## config.mk

```make
export PLATFORM = sky130hd
export DESIGN_NAME = apo_mul
export DESIGN_NICKNAME = d
export VERILOG_FILES = /design/src/hdl/ackermann_pose_odometry_top_macros.svh /design/src/hdl/apo_mul.sv
export SDC_FILE = /design/constraint.sdc
export NUM_CORES = 2
export LEC_CHECK = 0
export BUFFER_PORTS_ARGS = -buffer_cell sky130_fd_sc_hd__buf_2
export CAP_MARGIN = 20
export CORE_ASPECT_RATIO = 0.5
export CORE_MARGIN = 3
export CORE_UTILIZATION = 70
export CTS_CLUSTER_SIZE = 40
export DETAILED_ROUTE_END_ITERATION = 16
export PLACE_DENSITY = 0.95
export SKIP_CTS_REPAIR_TIMING = 1
export SYNTH_ARGS = -nofsm -noshare
export SYNTH_HDL_FRONTEND = slang
export SYNTH_SLANG_ARGS = --single-unit
```

## constraint.sdc

```tcl
create_clock -name clk -period 25.4 [get_ports clk]
set_input_delay 5.08 -clock clk [delete_from_list [all_inputs] [get_ports clk]]
set_output_delay 5.08 -clock clk [all_outputs]
set_load 0.05 [all_outputs]
```

## src/hdl/ackermann_pose_odometry_top_macros.svh

```systemverilog
// Assertion macros shared by the odometry RTL.
`ifndef ACKERMANN_POSE_ODOMETRY_TOP_MACROS_SVH
`define ACKERMANN_POSE_ODOMETRY_TOP_MACROS_SVH

// Same-cycle implication, checked on clk and disabled while rst_n is low.
`define APO_ASSERT_IMP(name, ante, cons, msg) \
  name: assert property (@(posedge clk) disable iff (!rst_n) (ante) |-> (cons)) else $error(msg);

// Next-cycle implication, checked on clk and disabled while rst_n is low.
`define APO_ASSERT_NXT(name, ante, cons, msg) \
  name: assert property (@(posedge clk) disable iff (!rst_n) (ante) |=> (cons)) else $error(msg);

`endif

```

## src/hdl/apo_mul.sv

```systemverilog
// Shared unsigned multiplier with a registered product.
module apo_mul (
  input  logic        clk,
  input  logic [35:0] a,
  input  logic [31:0] b,
  output logic [67:0] prod
);
  logic [67:0] prod_r;

  always_ff @(posedge clk) begin
    prod_r <= 68'(a) * 68'(b);
  end

  assign prod = prod_r;
endmodule

```

# Word-level counts from Yosys, hierarchy flattened
# Cells that the tools add are included.
# op_classes
multipliers	1
# ops
op	n
$mul 36x32->68	1
# word_totals
register_bits	68
input_bits	69

# Depth between registers and ports, before layout
# depth
ltp_word	1
mapped_depth	29
ltp_nobuf	26

# Worst setup path before layout
# OpenSTA, ideal clock, no wires.
# synth_timing
kind	input port to flip-flop
start	in b[2]
end	reg prod_r[61] (netlist: prod[61])
n_path_buf	3
path_slack_ps	13314
setup_time_ps	125
path_stages	28
t_arrival_ps	11961
path_cell_list	clkbuf_1 -> clkbuf_1 -> nand2_1 -> fa_1 -> inv_1 -> fa_1 -> inv_1 -> fa_1 -> fa_1 -> inv_1 -> fa_1 -> inv_1 -> fa_1 -> inv_1 -> fa_1 -> fa_1 -> ha_1 -> buf_2 -> a211oi_1 -> nor2_1 -> a2111oi_2 -> o21ai_1 -> a211o_1 -> a21oi_1 -> o221a_2 -> o31ai_1 -> a31oi_1 -> xnor2_1
# synth_between
elab_chain_len	1
# synth_lines
item	line_no	source
start, declared	apo_mul.sv:5	input logic [31:0] b,
$mul 36x32->68	apo_mul.sv:11	prod_r <= 68'(a) * 68'(b);
end signal, assigned	apo_mul.sv:11	
end, declared	apo_mul.sv:8	logic [67:0] prod_r;
# No other way between the ends.

# Final worst setup path
# layout_timing
start	in a[23]
end	reg prod_r[64] (netlist: prod[64])
# layout_between
elab_chain_len	1
# layout_lines
item	line_no	source
start, declared	apo_mul.sv:4	input logic [35:0] a,
$mul 36x32->68	apo_mul.sv:11	
# No other way between the ends.

==> flow_metrics.tcl <==
set metrics [dict create \
    wire_per_inst_um 21.93 \
    synthDominantCellAreaShare_pct 53.57 \
    fillers 3312 \
    slew_violations 0 \
    drt_drc_violations_left 0 \
    synth_area_per_cell_sq_um 9.084 \
    hold_viol_final 0 \
    grt_pass1_wl_mm 169.3 \
    synth.most_common_cell "fa_1" \
    drt-total-wl_mm 105.2 \
    grt_pass1_vias 33700 \
    synthTopCellsByArea "fa_1, inv_1, ha_1, and2_1, nand2_1" \
    clk_pin_slew_ps 60 \
    hp-class "in -> reg" \
    dp_cells 4778 \
    grt.overflow.total 0 \
    port_buffers 136 \
    ioPinCount 137 \
    arrival_ps 13820 \
    period_needed_ps 13570 \
    largest_register_ffs 68 \
    drt_iter0_markers 2878 \
    stdcell_count 4796 \
    synth_enable_flop_cells 0 \
    met3_usage_pct 10.27 \
    die_h_um 170.7 \
    final_layout_size_suffix_gt1_share_pct 4.202 \
    startpoint_type "input port" \
    async_reset_ff_share_pct 0 \
    syn_inst 4180 \
    end_kind "flip-flop" \
    dieArea_sq_um 57240 \
    dpl_cell_area_sq_um 38650 \
    grt.met1_usage_pct 44.88 \
    relSlewSlack_pct 27.58 \
    crit_path_max_fanout 32 \
    busiest_layer "met2" \
    grt_max_degree 37 \
    status "finished clean" \
    required_ps 25650 \
    critPathKind "in -> reg" \
    fin_area_sq_um 38930 \
    start_util_pct 71.94 \
    synth_cell_types 56 \
    drt_first_pass_iters 8 \
    final.setup.tns_ps 0 \
    fmax_mhz 73.67 \
    syn_area_sq_um 37970 \
    maxCapViolations 0 \
    ys.flop_type "dfxtp_1" \
    preCtsSetupSlack_ps 11490 \
    numCtsBuffers 9 \
    dr_total_vias 29330 \
    ys_top_cells_by_count "fa_1, inv_1, nand2_1" \
    tightest_slew_ps 1086 \
    cts.sinks 68 \
    die_w_um 335.4 \
    synth_largest_area_cell "fa_1" \
    antenna_found_initial 6 \
    synth_fp_nets 5532 \
    core.rowCount 59 \
    htreeDepth 3 \
    ys_seq_elements 68 \
    ant_nets 0 \
    vias_per_cell 6.115 \
    cts_buffer_depth 2 \
    coreArea_sq_um 52780 \
    layout_setup_ws_ps 11830 \
    gp_congestion 0.9338 \
    fin_nets 5441 \
    cts_tree "yes" \
    grt_usage_pct 38.49 \
    finalCritPeriodShare_pct 53.44 \
    yosys_warnings 0 \
    hpwlAfterDp_mm 80.38 \
    finalSetupViolCount 0 \
    rsz0062_at_grt "no" \
    area_growth_pct 2.518 \
    ys_seq_area_share_pct 3.585 \
    use_met2_pct 62.93 \
    clock-root-buffer "clkbuf_16" \
]
## cell usage in the layout, fill, tap and decap left out, drive strengths merged, types with 4 or more instances in the layout
cell type	instances
a211oi	9
a21o	26
a21oi	75
a31oi	7
and2	491
and3	6
buf	144
clkbuf	10
clkinv	4
dfxtp	68
fa	1016
ha	267
inv	981
nand2	722
nand3	11
nand4	18
nor2	37
nor2b	6
nor3	12
nor4	5
o211ai	6
o21a	8
o21ai	47
o21bai	8
xnor2	41
xor2	24
## critical path, cell delays in order
cell,delay (ps)
buf_2,710
nand2_1,210
fa_1,560
fa_1,550
fa_1,520
fa_1,520
inv_1,50
fa_1,790
fa_1,510
fa_1,400
fa_1,490
ha_1,430
nand4_1,280
nor4_1,520
nand2_1,140
nor3_1,210
o211ai_1,410
a41oi_1,620
a21oi_2,150
nor3_1,350
a221oi_1,160
xnor2_1,150
## kinds of logic after synthesis
kind of cell / Yosys count / synth area share [%]
AO/OA/AOI/OAI: 219 / 3.743
XOR/XNOR: 65 / 1.499
adder cells (fa/ha/maj): 1283 / 62.37
buffers and inverters: 1228 / 12.17
flip-flops: 68 / 3.585
AND/OR/NAND/NOR: 1317 / 16.63
## metal layers
metal	vias to the layer above	part of all wire (%)	wire length [um]
met4	2	8.4	8873
met1	14460	32	33210
met5	-	0.0086	9
li1	11810	-	-
met2	2319	47	49760
met3	737	13	13300
## through the flow
stage / utilization, % / hold WS, ps
3_5_place_dp: 73.22 / 5548
6_report: 73.75 / 5334
2_1_floorplan: - / 5332
3_3_place_gp: 73.22 / 5550
5_1_grt: 73.75 / 5328
4_1_cts: 73.73 / 5301
## layout make-up
cell class,instances,area (sq um),area share [%]
tap,701,877.1,2.253
sequential,68,1361,3.497
multi-input combinational,2884,31990,82.17
timing repair buffer,145,745.7,1.916
clock buffer,9,225.2,0.5786
antenna,2,5.005,0.01286
inverter,981,3682,9.460
clock inverter,6,42.54,0.1093
## path summary, 6_finish.rpt
kind / to / cells after the start / slack (ps) / from
worst min-delay path: prod[0]$_DFF_P_ / 3 / 5330 / a[0]
worst max-delay path: prod[64]$_DFF_P_ / 22 / 11830 / a[23]
Power is not shown: default switching activity piles up to over one toggle a cycle in this logic, so the estimate is an artifact.
