--- src/hdl/ackermann_pose_odometry_top_macros.svh ---
// Assertion macros shared by the odometry RTL.
`ifndef ACKERMANN_POSE_ODOMETRY_TOP_MACROS_SVH
`define ACKERMANN_POSE_ODOMETRY_TOP_MACROS_SVH

// Same-cycle implication, checked on clk and disabled while rst_n is low.
`define APO_ASSERT_IMP(name, ante, cons, msg) \
  name: assert property (@(posedge clk) disable iff (!rst_n) (ante) |-> (cons)) else $error(msg);

// Next-cycle implication, checked on clk and disabled while rst_n is low.
`define APO_ASSERT_NXT(name, ante, cons, msg) \
  name: assert property (@(posedge clk) disable iff (!rst_n) (ante) |=> (cons)) else $error(msg);

`endif

--- src/hdl/apo_div.sv ---
// Restoring divider, one quotient bit per cycle.
module apo_div (
  input  logic        clk,
  input  logic        rst_n,
  input  logic        start,
  input  logic [51:0] dividend,
  input  logic [35:0] divisor,
  output logic [51:0] quotient,
  output logic        done
);
  logic [51:0] q_r, q_nxt;
  logic [35:0] rem_r, rem_nxt, dv_r, dv_nxt;
  logic [5:0]  cnt_r, cnt_nxt;
  logic        busy_r, busy_nxt, done_r, done_nxt;
  logic [36:0] trial;
  logic        fits;

  always_comb begin
    q_nxt    = q_r;
    rem_nxt  = rem_r;
    dv_nxt   = dv_r;
    cnt_nxt  = cnt_r;
    busy_nxt = busy_r;
    done_nxt = 1'b0;
    trial    = {rem_r, q_r[51]};
    fits     = trial >= {1'b0, dv_r};
    if (start) begin
      q_nxt    = dividend;
      rem_nxt  = '0;
      dv_nxt   = divisor;
      cnt_nxt  = '0;
      busy_nxt = 1'b1;
    end else if (busy_r) begin
      rem_nxt = fits ? 36'(trial - {1'b0, dv_r}) : trial[35:0];
      q_nxt   = {q_r[50:0], fits};
      cnt_nxt = cnt_r + 6'd1;
      if (cnt_r == 6'd51) begin
        busy_nxt = 1'b0;
        done_nxt = 1'b1;
      end
    end
  end

  always_ff @(posedge clk) begin
    if (!rst_n) begin
      busy_r <= 1'b0;
      done_r <= 1'b0;
      cnt_r  <= '0;
    end else begin
      busy_r <= busy_nxt;
      done_r <= done_nxt;
      cnt_r  <= cnt_nxt;
    end
  end

  always_ff @(posedge clk) begin
    q_r   <= q_nxt;
    rem_r <= rem_nxt;
    dv_r  <= dv_nxt;
  end

  assign quotient = q_r;
  assign done     = done_r;
endmodule

--- config.mk ---
export PLATFORM = sky130hd
export DESIGN_NAME = apo_div
export DESIGN_NICKNAME = d
export VERILOG_FILES = /design/src/hdl/ackermann_pose_odometry_top_macros.svh /design/src/hdl/apo_div.sv
export SDC_FILE = /design/constraint.sdc
export NUM_CORES = 1
export LEC_CHECK = 0
export BUFFER_PORTS_ARGS = -buffer_cell sky130_fd_sc_hd__buf_2
export CAP_MARGIN = 10
export CELL_PAD_IN_SITES_DETAIL_PLACEMENT = 0
export CELL_PAD_IN_SITES_GLOBAL_PLACEMENT = 1
export CORE_MARGIN = 5
export CORE_UTILIZATION = 47
export CTS_BUF_LIST = sky130_fd_sc_hd__clkbuf_4 sky130_fd_sc_hd__clkbuf_8 sky130_fd_sc_hd__clkbuf_16
export DETAILED_ROUTE_END_ITERATION = 12
export GPL_TIMING_DRIVEN = 0
export PLACE_DENSITY = 0.92
export SLEW_MARGIN = 40
export SYNTH_ARGS = -nofsm -noshare
export SYNTH_HDL_FRONTEND = slang
export SYNTH_SLANG_ARGS = --single-unit
--- constraint.sdc ---
create_clock -name clk -period 5.4 [get_ports clk]
set_clock_uncertainty 0.2 [all_clocks]
set_input_delay 0.27 -clock clk [delete_from_list [all_inputs] [get_ports clk]]
set_output_delay 0.27 -clock clk [all_outputs]
set_load 0.05 [all_outputs]
# --- After elaboration in Yosys (flattened, before gate mapping) ---
# Index checks and enable logic that the tools add are counted.
totals:
  ff_bits: 132
  input_bits: 91
  wordCells: 22
classes:
  n_addsub: 2
  magnitude_cmp: 1
  n_eq_ne: 1
  muxes: 7
  bitwise_logic: 2
  n_reduce_logical: 3
ops:
  columns: ["op", "n"]
  rows:
  - ["$mux 52", 2]
  - ["$ge 37x36->1", 1]
  - ["$mux 36", 1]
  - ["$sub 36x36->36", 1]
  - ["$add 6x1->6 const B", 1]
  - ["$eq 6x6->1 const B", 1]
  - ["$mux 1", 4]
  - ["$reduce_or 3->1", 1]
  - ["$not 1->1", 2]
  - ["$reduce_bool 2->1", 1]
  - ["$reduce_or 2->1", 1]

# --- Longest topological paths before layout ---
logic_depth:
  ltp_word: 4
  mapped_depth: 14

# --- Least setup slack after synthesis ---
# Ideal clock, no wire load.
synth_path:
  path_type: "reg2reg"
  from: "register q_r[51] (netlist: quotient[51])"
  to: "register rem_r[32]"
  arrival_time_ns: 3.111
  required_time_ns: 5.109
  slack_ns: 1.998
  path_stages_with_launch: 13
  n_path_buf: 0
  period_less_slack_ns: 3.402
  path_cell_list: "edfxtp_1 > inv_1 > ha_1 > fa_1 > nand2b_1 > a211oi_1 > nor3_1 > nor4b_1 > o41ai_1 > nor4b_1 > nor4_1 > or3_1 > a311oi_1"
synth_via:
  elab_chain_len: 2
  word_cells_on_any_way: 3
  cone_classes: "add/sub (1); order compare (1); mux (1)"
synth_rtl:
  columns: ["element", "line_no", "rtl"]
  rows:
  - ["start: declaration", "apo_div.sv:11", "logic [51:0] q_r, q_nxt;"]
  - ["start signal: assignment", "apo_div.sv:57", "q_r <= q_nxt;"]
  - ["$sub 36x36->36 or $ge 37x36->1 (tied branches)", "apo_div.sv:34, apo_div.sv:26", null]
  - ["$mux 36 (*)", "apo_div.sv:34", "rem_nxt = fits ? 36'(trial - {1'b0, dv_r}) : trial[35:0];"]
  - ["end signal: assignment", "apo_div.sv:58", "rem_r <= rem_nxt;"]
  - ["end: declaration", "apo_div.sv:12", "logic [35:0] rem_r, rem_nxt, dv_r, dv_nxt;"]
# Mark *: on every way between the ends. The rest lies on a longest branch, timed or not.
# A chain may end at the register's enable or synchronous reset.

# --- Worst setup path in the final report ---
# Ends and elaborated chain as after synthesis.

==> results.py <==
metrics = {
    "status": {
        "status": "finished clean",
    },
    "timing": {
        "relSlewSlack_pct": 58.3,
        "whs_ns": 0.0336,
        "finalCritPeriodShare_pct": 66.8,
        "maxSlewViolCount": 0,
        "max_clock_freq_mhz": 277,
        "hold_viol": 0,
        "setup_viol": 0,
        "rsz0062_at_grt": "false",
        "fin_setup_tns_ns": 0,
        "tightest_slew_ns": 0.625,
        "fin_crit_ns": 3.61,
    },
    "cts": {
        "cts-root-buf": "clkbuf_16",
        "cts_buffer_depth": 2,
        "cts_buffers": 17,
        "cts.clk_slew.worst_paths_ns": 0.06,
        "cts_tree": "yes",
        "worstSkewPairLatency_ns": 0.42,
        "cts_setup_buffers": 0,
        "cts_hold_buf": 88,
        "clkSinkCount": 132,
        "cts_resized": 0,
        "htreeDepth": 4,
    },
    "power_and_ir_drop": {
        "seqPwrFrac_pct": 38.3,
        "switching_power_mw": 1.05,
        "p_leak_nw": 4.04,
        "p_int_mw": 2.19,
        "irDropWorstVdd_v": 0.000250,
        "swShare_pct": 32.5,
        "combinationalPowerShare_pct": 27.7,
        "p_clk_share_pct": 34.0,
        "powerDensity_mw_per_mm2": 331,
    },
    "routing": {
        "vias": 6141,
        "drtIter0Drc": 410,
        "detail-route-antenna-nets": 0,
        "first_pass_iters": 5,
        "wl_per_cell_um": 17.3,
        "vias_per_cell": 5.36,
        "wl_mm": 19.8,
        "drc": 0,
    },
    "die": {
        "die_h_um": 135,
        "dieArea_mm2": 0.0182,
        "core_mm2": 0.0153,
        "io_pins": 144,
        "rows": 45,
        "die_x_um": 135,
        "start_util_pct": 48.1,
    },
    "synthesis": {
        "yosys.area.top_type": "edfxtp_1",
        "synth-seq-cells": 132,
        "synth_edf_count": 88,
        "yosysMostFrequentCell": "edfxtp_1",
        "async_flop_share_pct": 0,
        "synth_flop_cell": "edfxtp_1",
        "syn_inst": 670,
        "avgSynthCellArea_um2": 11.0,
        "syn-num-nets": 799,
        "syn_area_mm2": 0.00734,
        "synth_common_cells": "edfxtp_1 (88), mux2_2 (52), nor2_1 (52), inv_1 (50), dfxtp_1 (44)",
        "yosys.area.top_type_share_pct": 36.0,
        "yosysWarnings": 0,
        "synthTopCellsByArea": "edfxtp_1 (36%), dfxtp_1 (12%), mux2_2 (8.0%)",
        "synth-seq-area-share_pct": 48.0,
        "synth_cell_types": 64,
    },
    "grt": {
        "grt_pass1_vias": 6353,
        "grt_pass1_wl_mm": 32.0,
        "grtUsageTotal_pct": 22.2,
        "grt_max_degree": 38,
        "antenna_found_initial": 1,
        "globalRouteOverflowTotal": 0,
    },
    "setup_path": {
        "timing.reg2reg.setup_slack_ns": 1.79,
        "worstRegToRegCells": 12,
        "reg2reg_from": "quotient[51]",
        "cp.arrival_ns": 3.74,
        "cp_max_fo": 3,
        "end_kind": "flip-flop",
        "worst-setup-path-type": "reg2reg",
        "startpoint_type": "flip-flop",
        "crit_required_ns": 5.53,
        "r2r-end": "rem_r[32]",
    },
    "min_path": {
        "hold_path.class": "in2reg",
        "whs_path_depth": 2,
        "hold_end": "quotient[0]",
        "min_from": "dividend[0]",
    },
    "placement": {
        "hpwl_mm": 13.3,
        "numPortBuffers": 143,
        "gp_congestion": 0.927,
    },
    "final_layout": {
        "drive_gt1_share_pct": 27.1,
        "syn_to_final_growth_pct": 33.5,
        "num-nets-final": 1050,
    },
    "flow_run": {
        "drv_cap": 0,
    },
}
## critical path: stages, from the launching register on
cell	delay, ns
edfxtp_1	0.43
inv_1	0.07
ha_1	0.22
fa_1	0.40
nand2b_1	0.20
a211oi_1	0.31
nor3_1	0.16
nor4b_1	0.39
o41ai_2	0.20
nor4b_1	0.32
nor4_1	0.08
or3_1	0.30
a311oi_1	0.25
## per-layer routing
metal,share of wire [%],GRT usage [%]
met1,44,28.6
met5,0,0
met3,8.7,8.23
met4,1.2,5.15
met2,46,35.7
## power groups by stage
stage	sequential (mW)	combinational (mW)	clock, mW
floorplan	1.39	0.490	0
global placement	1.26	0.824	0
detailed placement	1.26	0.833	0
CTS	1.24	0.886	1.12
global route	1.25	0.976	1.17
finish	1.24	0.898	1.10
## stage by stage
step,area [um^2],util [%],power (mW),instances,setup slack (ns)
finish,9800,64.2,3.25,1146,1.79
global placement,8320,54.5,2.08,1024,1.47
floorplan,7340,-,1.88,670,2.00
CTS,9790,64.1,3.25,1145,1.78
global route,9800,64.2,3.40,1146,1.55
detailed placement,8350,54.7,2.09,1025,1.79
## area by class of cell
cell class	instances	area [um^2]
Antenna cell	1	2.50
Buffer	31	216
Clock buffer	18	433
Clock inverter	14	128
Fill cell	1230	5460
Inverter	51	191
Multi-Input combinational cell	456	3420
Sequential cell	132	3520
Tap cell	211	264
Timing Repair Buffer	232	1620
## logic make-up after synthesis
family	count (synthesis)	share of synthesized area, %
adders and majority gates	38	6.58
buffers and inverters	82	5.56
DFF	132	48.0
muxes	80	11.8
xor gates and xnor gates	35	4.18
and+or+nand+nor	158	10.6
AOI/OAI and AO/OA	145	13.2
## how the worst max path moves through the flow
stage / startpoint / end / slack (ns)
after CTS: quotient[51] / rem_r[28] / 1.78
after floorplan: quotient[51] / rem_r[32] / 2.00
after global routing: quotient[51] / rem_r[32] / 1.55
final: quotient[51] / rem_r[32] / 1.79
after global placement: start / quotient[49] / 1.47
after detailed placement: quotient[51] / rem_r[32] / 1.79
## cell usage in the layout (no fill, tap or decap), drive strengths merged, types with 37 or more instances in the layout
cell type	n
buf	153
dfxtp	44
dlygate4sd3	88
a21oi	42
nor2	52
edfxtp	88
inv	54
mux2	52
ha	37
## registers in the layout, indices dropped and copies added (netlist names)
register  cells
busy_r        1
cnt_r         6
done          1
dv_r         36
quotient     52
rem_r        36
(Power assumes the default switching activity.)
