--- config.mk ---
export PLATFORM = sky130hd
export DESIGN_NAME = apo_cordic
export DESIGN_NICKNAME = d
export VERILOG_FILES = /design/src/hdl/ackermann_pose_odometry_top_macros.svh /design/src/hdl/apo_pkg.sv /design/src/hdl/apo_cordic.sv
export SDC_FILE = /design/constraint.sdc
export NUM_CORES = 1
export LEC_CHECK = 0
export ABC_AREA = 1
export BUFFER_PORTS_ARGS = -buffer_cell sky130_fd_sc_hd__buf_2
export CAP_MARGIN = 20
export CORE_MARGIN = 2
export CORE_UTILIZATION = 35
export CTS_CLUSTER_DIAMETER = 120
export DETAILED_ROUTE_END_ITERATION = 12
export PLACE_DENSITY = 0.51
export SYNTH_ARGS = -nofsm -noshare
export SYNTH_HDL_FRONTEND = slang
export SYNTH_SLANG_ARGS = --single-unit
--- constraint.sdc ---
create_clock -name clk -period 5.22 [get_ports clk]
set_clock_uncertainty 0.05 [all_clocks]
set_input_delay 0.783 -clock clk [delete_from_list [all_inputs] [get_ports clk]]
set_output_delay 0.783 -clock clk [all_outputs]
set_load 0.02 [all_outputs]
--- src/hdl/ackermann_pose_odometry_top_macros.svh ---
// Assertion macros shared by the odometry RTL.
`ifndef ACKERMANN_POSE_ODOMETRY_TOP_MACROS_SVH
`define ACKERMANN_POSE_ODOMETRY_TOP_MACROS_SVH

// Same-cycle implication, checked on clk and disabled while rst_n is low.
`define APO_ASSERT_IMP(name, ante, cons, msg) \
  name: assert property (@(posedge clk) disable iff (!rst_n) (ante) |-> (cons)) else $error(msg);

// Next-cycle implication, checked on clk and disabled while rst_n is low.
`define APO_ASSERT_NXT(name, ante, cons, msg) \
  name: assert property (@(posedge clk) disable iff (!rst_n) (ante) |=> (cons)) else $error(msg);

`endif

--- src/hdl/apo_pkg.sv ---
// Shared types, constants and the CORDIC arctangent table of the odometry block.
package apo_pkg;

  localparam int CORDIC_STEPS_DEF = 16;

  localparam logic [23:0] MPR_RESET = 24'd318767;
  localparam logic [23:0] IWB_RESET = 24'd252062;

  localparam logic signed [21:0] Q16_PI     = 22'sd205887;
  localparam logic signed [21:0] Q16_TWO_PI = 22'sd411775;
  localparam logic [18:0]        DTH_LIMIT  = 19'd411775;

  localparam logic signed [35:0] Q30_HALF_PI  = 36'sd1686629713;
  localparam logic signed [35:0] Q30_PI       = 36'sd3373259426;
  localparam logic signed [35:0] Q30_INV_GAIN = 36'sd652032874;

  localparam logic [23:0] TAN_LIMIT  = 24'hFFFFFF;
  localparam logic [32:0] DIST_LIMIT = 33'h100000000;

  // Distance division by 65536000 = 2^19 * 125. A rounded sum at or above
  // DIST_SAT_SUM gives a distance beyond the limit. The division by 125 uses
  // floor(2^38 / 125) on the sum shifted right by 22, then a short fix-up.
  localparam logic [67:0] DIST_SAT_SUM = 68'd281474976776192000;
  localparam logic [31:0] RECIP_125    = 32'd2199023255;
  localparam logic [8:0]  DIST_DIV_LO  = 9'd125;

  // Register indexes on the configuration port.
  localparam logic REG_MPR = 1'b0;
  localparam logic REG_IWB = 1'b1;

  typedef enum logic [4:0] {
    ST_IDLE,
    ST_MUL_SE,
    ST_MUL_MPR,
    ST_DIV_D,
    ST_RECIP_D,
    ST_REM_D,
    ST_FIX_D,
    ST_COR_H,
    ST_WAIT_H,
    ST_MUL_C,
    ST_MUL_S,
    ST_ROUND_S,
    ST_COR_S,
    ST_WAIT_S,
    ST_WAIT_T,
    ST_MUL_W,
    ST_ROUND_W,
    ST_MUL_T,
    ST_ROUND_T,
    ST_TURN,
    ST_DONE
  } apo_state_t;

  // Arctangent of 2^-i in Q2.30.
  function automatic logic [31:0] atan_q30(input logic [4:0] idx);
    logic [31:0] v;
    unique case (idx)
      5'd0:  v = 32'h3243F6A8;
      5'd1:  v = 32'h1DAC6705;
      5'd2:  v = 32'h0FADBAFC;
      5'd3:  v = 32'h07F56EA6;
      5'd4:  v = 32'h03FEAB76;
      5'd5:  v = 32'h01FFD55B;
      5'd6:  v = 32'h00FFFAAA;
      5'd7:  v = 32'h007FFF55;
      5'd8:  v = 32'h003FFFEA;
      5'd9:  v = 32'h001FFFFD;
      5'd10: v = 32'h000FFFFF;
      5'd11: v = 32'h0007FFFF;
      5'd12: v = 32'h0003FFFF;
      5'd13: v = 32'h0001FFFF;
      5'd14: v = 32'h0000FFFF;
      5'd15: v = 32'h00007FFF;
      5'd16: v = 32'h00003FFF;
      5'd17: v = 32'h00001FFF;
      5'd18: v = 32'h00000FFF;
      5'd19: v = 32'h000007FF;
      5'd20: v = 32'h000003FF;
      5'd21: v = 32'h000001FF;
      5'd22: v = 32'h000000FF;
      5'd23: v = 32'h0000007F;
      default: v = 32'h0;
    endcase
    return v;
  endfunction

endpackage

--- src/hdl/apo_cordic.sv ---
// Iterative rotation-mode CORDIC giving cosine and sine in Q2.30.
module apo_cordic #(
  parameter int STEPS = apo_pkg::CORDIC_STEPS_DEF
) (
  input  logic               clk,
  input  logic               rst_n,
  input  logic               start,
  input  logic signed [35:0] z_in,
  output logic signed [35:0] cos_out,
  output logic signed [35:0] sin_out,
  output logic               done
);
  import apo_pkg::*;

  localparam int CW = $clog2(STEPS);

  logic signed [35:0] x_r, y_r, z_r, x_nxt, y_nxt, z_nxt;
  logic signed [35:0] dx, dy, at;
  logic [CW-1:0]      cnt_r, cnt_nxt;
  logic               busy_r, busy_nxt, done_r, done_nxt;

  always_comb begin
    x_nxt    = x_r;
    y_nxt    = y_r;
    z_nxt    = z_r;
    cnt_nxt  = cnt_r;
    busy_nxt = busy_r;
    done_nxt = 1'b0;
    dx       = y_r >>> cnt_r;
    dy       = x_r >>> cnt_r;
    at       = 36'(atan_q30(5'(cnt_r)));
    if (start) begin
      y_nxt    = '0;
      cnt_nxt  = '0;
      busy_nxt = 1'b1;
      // Angles beyond a quarter turn are first turned by pi.
      if (z_in > Q30_HALF_PI) begin
        x_nxt = -Q30_INV_GAIN;
        z_nxt = z_in - Q30_PI;
      end else if (z_in < -Q30_HALF_PI) begin
        x_nxt = -Q30_INV_GAIN;
        z_nxt = z_in + Q30_PI;
      end else begin
        x_nxt = Q30_INV_GAIN;
        z_nxt = z_in;
      end
    end else if (busy_r) begin
      if (z_r >= 0) begin
        x_nxt = x_r - dx;
        y_nxt = y_r + dy;
        z_nxt = z_r - at;
      end else begin
        x_nxt = x_r + dx;
        y_nxt = y_r - dy;
        z_nxt = z_r + at;
      end
      cnt_nxt = cnt_r + 1'b1;
      if (cnt_r == CW'(STEPS - 1)) begin
        busy_nxt = 1'b0;
        done_nxt = 1'b1;
      end
    end
  end

  always_ff @(posedge clk) begin
    if (!rst_n) begin
      busy_r <= 1'b0;
      done_r <= 1'b0;
      cnt_r  <= '0;
    end else begin
      busy_r <= busy_nxt;
      done_r <= done_nxt;
      cnt_r  <= cnt_nxt;
    end
  end

  always_ff @(posedge clk) begin
    x_r <= x_nxt;
    y_r <= y_nxt;
    z_r <= z_nxt;
  end

  assign cos_out = x_r;
  assign sin_out = y_r;
  assign done    = done_r;
endmodule

Yosys cells after proc, flatten, opt, wreduce, memory -nomap -nowiden. Memory sizes are Yosys's and may differ from the RTL's. A register that Yosys moved wholly into a read port is not among the register bits. Index checks and enable logic that the tools add are counted.

Memories: 1. Bits in registers: 114. RAM bits: 0. ROM bits: 480. Bits in latches: 0. Output and inout port bits: 73.

Shift operators: 2. Mux-type cells: 17. Reductions and logical operators: 3. Divide/modulo/power cells: 0. Magnitude comparators: 3. Multiply operators: 0. Equality and inequality tests: 1. Add/subtract/negate cells: 9. Bitwise logic cells: 2.

Memories: (name not given) (words 16, width 30, rd ports 1, clocked after memory_dff 1, write ports 0, RTL line apo_pkg.sv:58) `unique case (idx)`.

Operator list (count): 2-to-1 mux 36 bit (11); adder 36 bit (2); >>> shifter 36 x 4 -> 36 bit (2); subtractor 36 bit (2); adder 36 x 33 -> 36 bit (1); adder 36 x 33 -> 36 bit (second input constant) (1); >= comparator 36 x 1 -> 1 bit (second input constant) (1); greater-than comparator 36 x 32 -> 1 bit (second input constant) (1); less-than comparator 36 x 32 -> 1 bit (second input constant) (1); subtractor 36 x 33 -> 36 bit (1); subtractor 36 x 33 -> 36 bit (second input constant) (1); 2-to-1 mux 4 bit (2); adder 4 x 1 -> 4 bit (second input constant) (1); equality test 4 bit (second input constant) (1); 2-to-1 mux 1 bit (4); OR reduction 3 bit (1); inverter 1 bit (2); nonzero test 2 bit (1); OR reduction 2 bit (1).

Depth between registers and ports, before layout. Gate-level depths: netlist (run 1).

Depth in word-level cells: 5. Depth in mapped cells: 34. Gate-level depth less buffers: 33.

Worst setup path after synthesis (run 1). No wires, ideal clock.

Path type: register to register. Start point: reg cnt_r[0]. End point: reg x_r[33] (netlist: cos_out[33]) (data pin). Path buffers: 2. Cell stages (with the launch flop): 33. Data arrival time: 3.749 ns. Path slack: 1.163 ns. Library setup time: 0.258 ns. Cell sequence: dfxtp_1 -> buf_6 -> buf_2 -> nand2_1 -> o21ai_0 -> nand2_1 -> o21ai_1 -> nand2_1 -> o211ai_1 -> nand2_1 -> inv_1 -> ha_1 -> nand3_1 -> inv_1 -> nand2_1 -> inv_2 -> nand3_1 -> inv_2 -> nand3_2 -> o21ai_2 -> o21ai_1 -> nand2_1 -> nand2_1 -> ha_1 -> a21oi_1 -> inv_1 -> a21oi_1 -> o21ai_0 -> a31oi_1 -> nand3_1 -> or2_2 -> nand3_1 -> nand2_1.

Word-level cells in the longest chain between the ends: 5. Elaborated cells between the ends (all ways): 6. Those cells by class: add/sub: 2; shift: 1; mux: 3.

RTL lines: from (decl) (RTL line apo_cordic.sv:19) `logic [CW-1:0] cnt_r, cnt_nxt;`; from (signal assigned) (RTL line apo_cordic.sv:73) `cnt_r <= cnt_nxt;`; >>> shifter 36 x 4 -> 36 bit * (RTL line apo_cordic.sv:29) `dx = y_r >>> cnt_r;`; adder 36 bit or subtractor 36 bit (tied branches) (RTL line apo_cordic.sv:53, apo_cordic.sv:49); 2-to-1 mux 36 bit * (RTL line apo_cordic.sv:48) `if (z_r >= 0) begin`; 2-to-1 mux 36 bit * (RTL line apo_cordic.sv:47) `end else if (busy_r) begin`; 2-to-1 mux 36 bit * (RTL line apo_cordic.sv:32) `if (start) begin`; via x_nxt[33] (RTL line apo_cordic.sv:17) `logic signed [35:0] x_r, y_r, z_r, x_nxt, y_nxt, z_nxt;`; to (signal assigned) (RTL line apo_cordic.sv:78) `x_r <= x_nxt;`; to (decl) (RTL line apo_cordic.sv:17).

The timed path passes the listed nets; every way through them passes the cells marked *. The select of a mux whose other input is x is not followed. A chain may end at the register's enable or synchronous reset.

Final worst setup path (run 1). Same ends and word-level chain as after synthesis.

==> out/qor_table.md, run 1 <==
| Step | Parameter | Value |
|:---|:---|:---|
| final layout | Storage cell area | 0.003590 mm² |
| detailed routing | Antenna viol nets, final | 0 |
| placement | RD Place Congestion | 0.9326 |
| cts | Max H-tree Level | 4 |
| placement | Placed Cells incl. Taps | 4,036 |
| power | Worst ir drop on vdd | 289.5 µV |
| cts | Clock latency on the worst-skew pair | 500 ps |
| cts | # clock sinks | 143 |
| timing | Post-layout worst setup margin | 268.1 ps |
| cts | Cts bufs inserted | 17 |
| logic synthesis | Post-synthesis instance area | 0.01939 mm² |
| logic synthesis | Flip-flop and latch count after synthesis | 143 |
| die | Number of rows in the core area | 86 |
| placement | Placed standard-cell area | 0.02065 mm² |
| worst setup path | Worst flop-to-flop path startpoint | cnt_r[0]$_SDFFE_PP0P_ |
| timing | Normalized max-slew margin | 25.31% |
| worst setup path | Critical Path RT | 5390 ps |
| detailed routing | Detailed-route via count | 21,810 |
| die | Die width | 239.4 µm |
| worst setup path | Crit-path leading delay family | simple AND/OR/NAND/NOR gates |
| detailed routing | DR DRC count | 0 |
| final layout | Area growth syn-to-layout | 10.33% |
| detailed routing | Detail-routed net length per standard cell | 18.87 µm |
| timing | Setup violators final | 0 |
| cts | Hold-fix buffers at CTS | 0 |
| worst setup path | Worst Path Max Fanout | 26 |
| worst setup path | Capture instance of the worst register-to-register path | cos_out[33]$_DFFE_PP_ |
| detailed routing | Detailed Routing Iterations Pass 1 | 5 |
| die | Floorplan die area | 0.05730 mm² |
| logic synthesis | EDFF count, synth | 72 |
| power | Power density over cell area | 544.3 mW/mm² |
| worst setup path | Minimum setup slack among reg-to-reg paths | 270 ps |
| logic synthesis | YS warnings | 0 |
| final layout | Final design area excluding fillers | 0.02139 mm² |
| die | Total core area | 0.05499 mm² |
| timing | Hold_ws | 466.8 ps |
| final layout | Count of nets after finishing | 3,474 |
| timing | Final max-slew violation count | 0 |
| job | Count of max-cap constraint violations | 0 |
| die | I/O pins | 112 |
| cts | Number of buffers on the longest clock path | 2 |
| worst setup path | Number of cell instances on the worst register-to-register path | 27 |
| logic synthesis | Synth Instances | 3,265 |
| die | Effective utilization at floorplan | 35.27% |
| worst setup path | Kind of start point of the critical path | flop |
| power | Leak | 0.01035 µW |
| worst setup path | Cell count along the critical path | 27 |
| final layout | Most frequent standard cell in the layout excluding fill and tap cells | sky130_fd_sc_hd__nand2_1 |
| timing | Unrepaired setup endpoints after global routing | yes |
| worst hold path | WHS Path Cells | 2 |
| placement | Total half-perimeter wirelength after legalization and detailed placement | 61.53 mm |
| worst setup path | Launch point of the worst path | cnt_r[0]$_SDFFE_PP0P_ |
| logic synthesis | Number of different library cells in the post-synthesis netlist | 62 |
| global route | Number of global-route vias before repair | 20,770 |
| final layout | Antenna Cells | 0 |
| timing | Measured slew at the worst slew-check pin | 1120 ps |
| detailed routing | Final routed wirelength across all metal layers | 76.86 mm |
| detailed routing | Number of vias per cell | 5.356 |
| timing | Shortest period the worst path allows | 4952 ps |
| global route | Global-route wire length before repair | 118.1 mm |
| timing | Final critical-path share of the clock period | 94.86% |
| final layout | Area taken by multi-input logic gates | 0.01377 mm² |
| final layout | Layout fillers | 6,173 |
| logic synthesis | Net Count, Synth | 3,427 |
| worst setup path | Library cell contributing the largest single delay on the critical path | sky130_fd_sc_hd__dfxtp_4 |
| power | Post-layout power | 11,650 µW |
| global route | Largest net degree at the start of global routing | 73 |
| worst setup path | Critical path buffers and inverters | 5 |
| worst setup path | Crit-path most repeated cell | sky130_fd_sc_hd__nand2_1 |
| placement | Number of input and output port buffers inserted | 111 |
| cts | Clock tree from TritonCTS | yes |
| logic synthesis | Sequential element share of the synthesized area | 18.48% |
| timing | Highest clock rate | 201.9 MHz |
| worst setup path | Arrival @ worst endpoint | 5120 ps |
| worst setup path | CP endpoint | cos_out[33]$_DFFE_PP_ |
| worst setup path | Type of destination of the critical path | flop |
| logic synthesis | Average size of a mapped cell | 5.939 µm² |
| timing | Endpoints failing hold | 0 |
| final layout | Most used cells in the layout excluding fill and tap cells | sky130_fd_sc_hd__nand2_1, sky130_fd_sc_hd__inv_1, sky130_fd_sc_hd__nand3_1 |
| logic synthesis | Leading register cell type out of synthesis | sky130_fd_sc_hd__edfxtp_1 |
| final layout | Non-filler cells in the finished layout | 4,073 |
| final layout | Fraction of final layout cells with drive strength greater than 1 | 8.602% |
| worst hold path | Worst hold path class | flop to flop |
| cts | Clock transition at the registers of the reported paths | 70 ps |
| worst setup path | Start-to-end type of the worst setup path | flop to flop |
| global route | Number of antenna violations at the first check in global routing | 1 |
| detailed routing | Drt first-iter violations | 1,684 |
| cts | Clock tree root buffer cell | sky130_fd_sc_hd__clkbuf_16 |
| global route | GRT overflow | 0 |
| die | Die H | 239.4 µm |
| outcome | Outcome | complete, no violations |
| global route | Global-route usage over all layers | 26.55% |
| placement | Setup slack at placement | 138.8 ps |
| logic synthesis | Async SR Flop Fraction | 0% |
| worst setup path | Critical Path Max Stage Delay | 390 ps |
[routing by layer]
metal  part of all wire, %  GRT usage [%]
met5                     0              0
met4                   2.5          8.201
met3                   3.4          2.628
met2                    50          47.88
met1                    44          33.12
[report_power, final]
group / internal (µW) / switching (µW) / total (µW) / leakage [µW]
clock: 726 / 584 / 1310 / 0.000298
combinational: 2780 / 5470 / 8250 / 0.00874
sequential: 1600 / 481 / 2090 / 0.00131
total: 5110 / 6530 / 11600 / 0.0104
[registers in the layout, summed over array words and instances (netlist names)]
register  count
at           29
sin_out      36
cnt_r         4
busy_r        1
done          1
z_r          36
cos_out      36
[through the flow]
stage	setup TNS (ps)	utilization, %
floorplan	0	-
global route	-75.82	38.91
global placement	0	37.55
CTS	0	38.62
detailed placement	0	37.55
finish	0	38.91
[worst min-delay path by stage]
stage / from / end / slack, ps
after global routing: sin_out[0]$_SDFFE_PP0P_ / sin_out[0]$_SDFFE_PP0P_ / 500
after CTS: sin_out[0]$_SDFFE_PP0P_ / sin_out[0]$_SDFFE_PP0P_ / 480
final: sin_out[0]$_SDFFE_PP0P_ / sin_out[0]$_SDFFE_PP0P_ / 470
after global placement: sin_out[0]$_SDFFE_PP0P_ / sin_out[0]$_SDFFE_PP0P_ / 470
after detailed placement: sin_out[0]$_SDFFE_PP0P_ / sin_out[0]$_SDFFE_PP0P_ / 470
after floorplan: sin_out[0]$_SDFFE_PP0P_ / sin_out[0]$_SDFFE_PP0P_ / 530
[synthesized netlist by cell type (8+ instances only)]
library cell                 n  area (µm²)
sky130_fd_sc_hd__nand2_1   825        3097
sky130_fd_sc_hd__inv_1     381        1430
sky130_fd_sc_hd__nand3_1   313        1567
sky130_fd_sc_hd__nor2_1    311        1167
sky130_fd_sc_hd__o21ai_0   260        1301
sky130_fd_sc_hd__a21oi_1   252        1261
sky130_fd_sc_hd__ha_1      120        1501
sky130_fd_sc_hd__xor2_1     95       832.1
sky130_fd_sc_hd__edfxtp_1   72        2162
sky130_fd_sc_hd__dfxtp_1    71        1421
sky130_fd_sc_hd__nor3_1     54       270.3
sky130_fd_sc_hd__o21ai_1    53       265.3
sky130_fd_sc_hd__xnor2_1    50       437.9
sky130_fd_sc_hd__clkbuf_1   49       183.9
sky130_fd_sc_hd__nand4_1    33       206.5
sky130_fd_sc_hd__buf_2      32       160.2
sky130_fd_sc_hd__a31oi_1    30       187.7
sky130_fd_sc_hd__buf_1      22       82.58
sky130_fd_sc_hd__o211ai_1   21       157.7
sky130_fd_sc_hd__inv_2      19       71.32
sky130_fd_sc_hd__o21a_1     17       127.6
sky130_fd_sc_hd__nor4_1     16       100.1
sky130_fd_sc_hd__o21ai_2    14       122.6
sky130_fd_sc_hd__o221ai_1   13       113.9
sky130_fd_sc_hd__nand2_2    12       75.07
sky130_fd_sc_hd__or2_2      12       75.07
sky130_fd_sc_hd__buf_6      10       112.6
sky130_fd_sc_hd__nor2_2     10       62.56
sky130_fd_sc_hd__a21o_1      8       60.06
sky130_fd_sc_hd__nand3_2     8       80.08
sky130_fd_sc_hd__o31ai_1     8       60.06
[tightest hold or removal path, delay by kind of cell, from the launching register on]
family                 cells  cell delay (ps)
buffers and inverters      1               70
DFF                        1              330
AOI/OAI and AO/OA          1               70
[area by class of cell]
type	count	area share [%]
repair buffers	150	4.667
flip-flops and latches	143	16.78
clock inverters	10	0.4445
clock buffers	22	2.316
multi-input cells	2599	64.38
well taps	748	4.375
inverters	401	7.041
[cells by family (layout without fill, tap and decap cells)]
logic type / count (synthesis) / count (layout) / share of synthesized area (%)
AOI/OAI and AO/OA: 713 / 713 / 20.43
muxes: 2 / 2 / 0.1032
adders and majority gates: 123 / 123 / 8.053
xor gates and xnor gates: 145 / 145 / 6.549
DFF: 143 / 143 / 18.48
buffers and inverters: 523 / 583 / 10.92
and+or+nand+nor: 1616 / 1616 / 35.46
[repair_timing]
| action | 4_1_cts | 5_1_grt |
|---|---|---|
| setup endpoints to repair | 0 | 17 |
| setup buffers | 0 | 3 |
| gates resized for setup | 0 | 20 |
Power figures use the tool's default switching activity.
==> run 2: changes to the inputs <==
--- a/config.mk
+++ b/config.mk
@@ -5,7 +5,6 @@
 export SDC_FILE = /design/constraint.sdc
 export NUM_CORES = 1
 export LEC_CHECK = 0
-export ABC_AREA = 1
 export BUFFER_PORTS_ARGS = -buffer_cell sky130_fd_sc_hd__buf_2
 export CAP_MARGIN = 20
 export CORE_MARGIN = 2
==> out/qor_table.md, run 2 <==
| Step | Parameter | Value | Delta |
|:---|:---|:---|:---|
| final layout | Most frequent standard cell in the layout excluding fill and tap cells | sky130_fd_sc_hd__buf_4 |  |
| worst hold path | Endpoint, Worst Hold | busy_r$_SDFF_PN0_ |  |
| cts | Clock transition at the registers of the reported paths | 70 ps | about the same |
| cts | Clock latency on the worst-skew pair | 500 ps | about the same |
| placement | Setup slack at placement | -448.1 ps | -586.9 ps |
| timing | Setup violators final | 4 | +4 |
| global route | Global-route usage over all layers | 25.95% | -0.60 points |
| die | Total core area | 0.05350 mm² | -2.7% |
| cts | Clock tree from TritonCTS | yes |  |
| worst setup path | Kind of start point of the critical path | flop |  |
| logic synthesis | Library cell occupying the most area in the post-synthesis netlist | sky130_fd_sc_hd__edfxtp_1 |  |
| worst setup path | Number of cell instances on the worst register-to-register path | 22 | -19% |
| detailed routing | Detail-routed net length per standard cell | 20.55 µm | +8.9% |
| die | Floorplan die area | 0.05568 mm² | -2.8% |
| final layout | Antenna Cells | 0 | unchanged |
| outcome | Outcome | finished with violations |  |
| cts | Hold-fix buffers at CTS | 0 | unchanged |
| logic synthesis | EDFF count, synth | 72 | unchanged |
| worst setup path | Arrival @ worst endpoint | 5480 ps | +360 ps |
| cts | Clock tree root buffer cell | sky130_fd_sc_hd__clkbuf_16 |  |
| die | Die width | 236.0 µm | -1.4% |
| detailed routing | Antenna viol nets, final | 0 | unchanged |
| worst setup path | Worst flop-to-flop path startpoint | cnt_r[0]$_SDFFE_PP0P_ |  |
| die | I/O pins | 112 | unchanged |
| detailed routing | DR DRC count | 0 | unchanged |
| timing | Normalized max-slew margin | 31.10% | +5.8 points |
| worst setup path | Start-to-end type of the worst setup path | flop to flop |  |
| final layout | Count of nets after finishing | 3,045 | -12% |
| cts | Number of buffers on the longest clock path | 2 | unchanged |
| logic synthesis | Top area cells in the synthesized netlist | sky130_fd_sc_hd__edfxtp_1, sky130_fd_sc_hd__ha_1, sky130_fd_sc_hd__dfxtp_1 |  |
| final layout | Fraction of final layout cells with drive strength greater than 1 | 35.32% | +27 points |
| worst setup path | Critical Path RT | 5430 ps | +40 ps |
| die | Effective utilization at floorplan | 35.20% | -0.063 points |
| logic synthesis | Commonest cells post-synth | sky130_fd_sc_hd__nand2_1, sky130_fd_sc_hd__nor2_1, sky130_fd_sc_hd__o21ai_0 |  |
| worst hold path | Worst hold path class | primary input to flop |  |
| power | Post-layout power | 17,680 µW | +52% |
| timing | Post-layout worst setup margin | -50.04 ps | -318.2 ps |
| worst setup path | Type of destination of the critical path | flop |  |
| global route | Number of global-route vias before repair | 20,180 | -2.9% |
| logic synthesis | Average size of a mapped cell | 8.142 µm² | +37% |
| logic synthesis | YS warnings | 0 | unchanged |
| worst setup path | Worst Path Max Fanout | 3 | -88% |
| final layout | Most used cells in the layout excluding fill and tap cells | sky130_fd_sc_hd__buf_4, sky130_fd_sc_hd__nand2_1, sky130_fd_sc_hd__nor2_1 |  |
| job | Count of max-cap constraint violations | 0 | unchanged |
| worst hold path | WHS Path Cells | 2 | unchanged |
| outcome | Failing checks | setup timing |  |
| die | Number of rows in the core area | 85 | -1.2% |
| detailed routing | Number of vias per cell | 5.697 | +6.4% |
| global route | Number of antenna violations at the first check in global routing | 1 | unchanged |
| detailed routing | Detailed Routing Iterations Pass 1 | 6 | +1 |
| power | Worst ir drop on vdd | 329.8 µV | +14% |
| logic synthesis | Post-synthesis instance area | 0.01883 mm² | -2.9% |
| global route | GRT overflow | 0 | unchanged |
| detailed routing | Detailed-route via count | 20,470 | -6.2% |
| power | Leak | 0.01133 µW | +9.5% |
| worst setup path | Capture instance of the worst register-to-register path | cos_out[35]$_DFFE_PP_ |  |
| logic synthesis | Sequential element share of the synthesized area | 19.03% | +0.55 points |
| logic synthesis | Async SR Flop Fraction | 0% | unchanged |
| timing | Highest clock rate | 189.8 MHz | -6.0% |
| final layout | Area growth syn-to-layout | 37.77% |  |
| die | Die H | 236.0 µm | -1.4% |
| cts | Cts bufs inserted | 17 | unchanged |
| cts | # clock sinks | 143 | unchanged |
| placement | Placed standard-cell area | 0.02335 mm² | +13% |
| timing | Final setup TNS | -126.5 ps | -126.5 ps |
| worst hold path | Worst Min Path Start | rst_n |  |
| final layout | Layout fillers | 5,194 | -16% |
| timing | Endpoints failing hold | 0 | unchanged |
| timing | Final critical-path share of the clock period | 101.0% | +6.1 points |
| power | Power density over cell area | 681.4 mW/mm² | +25% |
| global route | Largest net degree at the start of global routing | 86 | +18% |
| detailed routing | Drt first-iter violations | 1,321 | -22% |
| timing | Measured slew at the worst slew-check pin | 1030 ps | -90.66 ps |
| logic synthesis | Number of different library cells in the post-synthesis netlist | 102 | +65% |
| logic synthesis | Leading register cell type out of synthesis | sky130_fd_sc_hd__edfxtp_1 |  |
| logic synthesis | Net Count, Synth | 2,475 | -28% |
| timing | Shortest period the worst path allows | 5270 ps | +318.2 ps |
| detailed routing | Final routed wirelength across all metal layers | 73.83 mm | -3.9% |
| logic synthesis | Flip-flop and latch count after synthesis | 143 | unchanged |
| worst setup path | Minimum setup slack among reg-to-reg paths | -50 ps | -320 ps |
| cts | Max H-tree Level | 4 | unchanged |
| timing | Unrepaired setup endpoints after global routing | yes |  |
| placement | RD Place Congestion | 0.9309 | -0.18% |
| placement | Number of input and output port buffers inserted | 111 | unchanged |
| logic synthesis | Synth Instances | 2,313 | -29% |
| logic synthesis | Top-count cell post-synth | sky130_fd_sc_hd__nand2_1 |  |
| final layout | Final design area excluding fillers | 0.02594 mm² | +21% |
| placement | Total half-perimeter wirelength after legalization and detailed placement | 56.27 mm | -8.6% |
| logic synthesis | Area share of the largest cell type after synthesis | 11.48% | -4.5 points |
| timing | Final max-slew violation count | 0 | unchanged |
| global route | Global-route wire length before repair | 113.5 mm | -3.9% |
run 2: cell types whose count changed after synthesis, sizes merged, moves of 23 or more:
cell | previous run | this run
mux2i | 2 | 102
a21oi | 254 | 154
mux4 | 0 | 53
xnor2 | 50 | 108
o31ai | 9 | 39
inv | 400 | 75
mux2 | 0 | 45
a21o | 8 | 64
o21ai | 327 | 181
nand2 | 837 | 255
nor2 | 324 | 208
nand3 | 321 | 35
nand2b | 1 | 38
clkbuf | 50 | 73
run 2: worst max-delay path: stages (launching register included):
cell and delay, ps:
sky130_fd_sc_hd__dfxtp_4 390, sky130_fd_sc_hd__buf_6 140, sky130_fd_sc_hd__buf_6 100, sky130_fd_sc_hd__mux4_2 500, sky130_fd_sc_hd__mux2_4 300, sky130_fd_sc_hd__mux2i_4 140, sky130_fd_sc_hd__o311a_1 230, sky130_fd_sc_hd__nand4_1 190
sky130_fd_sc_hd__buf_4 200, sky130_fd_sc_hd__o41ai_4 330, sky130_fd_sc_hd__xnor2_2 180, sky130_fd_sc_hd__ha_4 240, sky130_fd_sc_hd__a21o_1 170, sky130_fd_sc_hd__a21oi_2 160, sky130_fd_sc_hd__nor2b_2 70, sky130_fd_sc_hd__o311a_4 380
sky130_fd_sc_hd__o2111ai_2 210, sky130_fd_sc_hd__o211ai_1 180, sky130_fd_sc_hd__o41ai_2 230, sky130_fd_sc_hd__buf_4 170, sky130_fd_sc_hd__o2111ai_2 100, sky130_fd_sc_hd__xnor3_1 190, sky130_fd_sc_hd__o21a_1 180
run 2: worst max-delay path by stage:
| stage | from | slack [ps] | to |
|---|---|---|---|
| 2_1_floorplan | cnt_r[0]$_SDFFE_PP0P_ | 5 | cos_out[34]$_DFFE_PP_ |
| 3_3_place_gp | cnt_r[0]$_SDFFE_PP0P_ | -490 | cos_out[34]$_DFFE_PP_ |
| 3_5_place_dp | cnt_r[0]$_SDFFE_PP0P_ | -450 | cos_out[34]$_DFFE_PP_ |
| 4_1_cts | cnt_r[0]$_SDFFE_PP0P_ | -30 | cos_out[35]$_DFFE_PP_ |
| 5_1_grt | cnt_r[0]$_SDFFE_PP0P_ | -230 | cos_out[34]$_DFFE_PP_ |
| 6_report | cnt_r[0]$_SDFFE_PP0P_ | -50 | cos_out[35]$_DFFE_PP_ |
run 2: final cells by class:
class                           count  area (µm²)  share of cell area (%)
Clock buffer                       17       425.4                   1.640
Multi-Input combinational cell   1964       15490                   59.71
Sequential cell                   143        3593                   13.85
Inverter                           77       292.8                   1.128
Tap cell                          696       870.8                   3.356
Timing Repair Buffer              680        5105                   19.68
Clock inverter                     15       165.2                  0.6366
run 2: timing repair:
item,CTS,global route
setup endpoints to repair,26,44
gates cloned,1,0
pin swaps,46,109
resized for setup,119,194
hold endpoints to repair,0,0
buffers inserted,39,40
run 2: power by group:
group / internal, µW / total (µW) / switching, µW
sequential: 1680 / 2160 / 479
combinational: 7050 / 14200 / 7180
clock: 642 / 1300 / 654
run 2: cell families after synthesis:
logic type,count (synthesis),share of synthesized area (%)
mux,200,14.91
buf+inv,206,5.275
compound gates,726,25.26
simple gates,711,17.67
xor+xnor,204,9.561
flops,143,19.03
fa+ha+maj,123,8.292
run 2: stage by stage:
stage / hold slack [ps] / std cells / util, %
2_1_floorplan: 458.5 / 2313 / -
3_3_place_gp: 562.0 / 3483 / 43.65
3_5_place_dp: 558.1 / 3483 / 43.65
4_1_cts: 424.2 / 3555 / 46.32
5_1_grt: 450.4 / 3592 / 48.50
6_report: 473.3 / 3592 / 48.50
run 2: per-layer routing:
metal / track usage (%) / share of wire, %
met3: 3.359 / 3.7
met4: 12.06 / 4.3
met5: 0 / 0.019
met2: 47.47 / 52
met1: 29.89 / 40
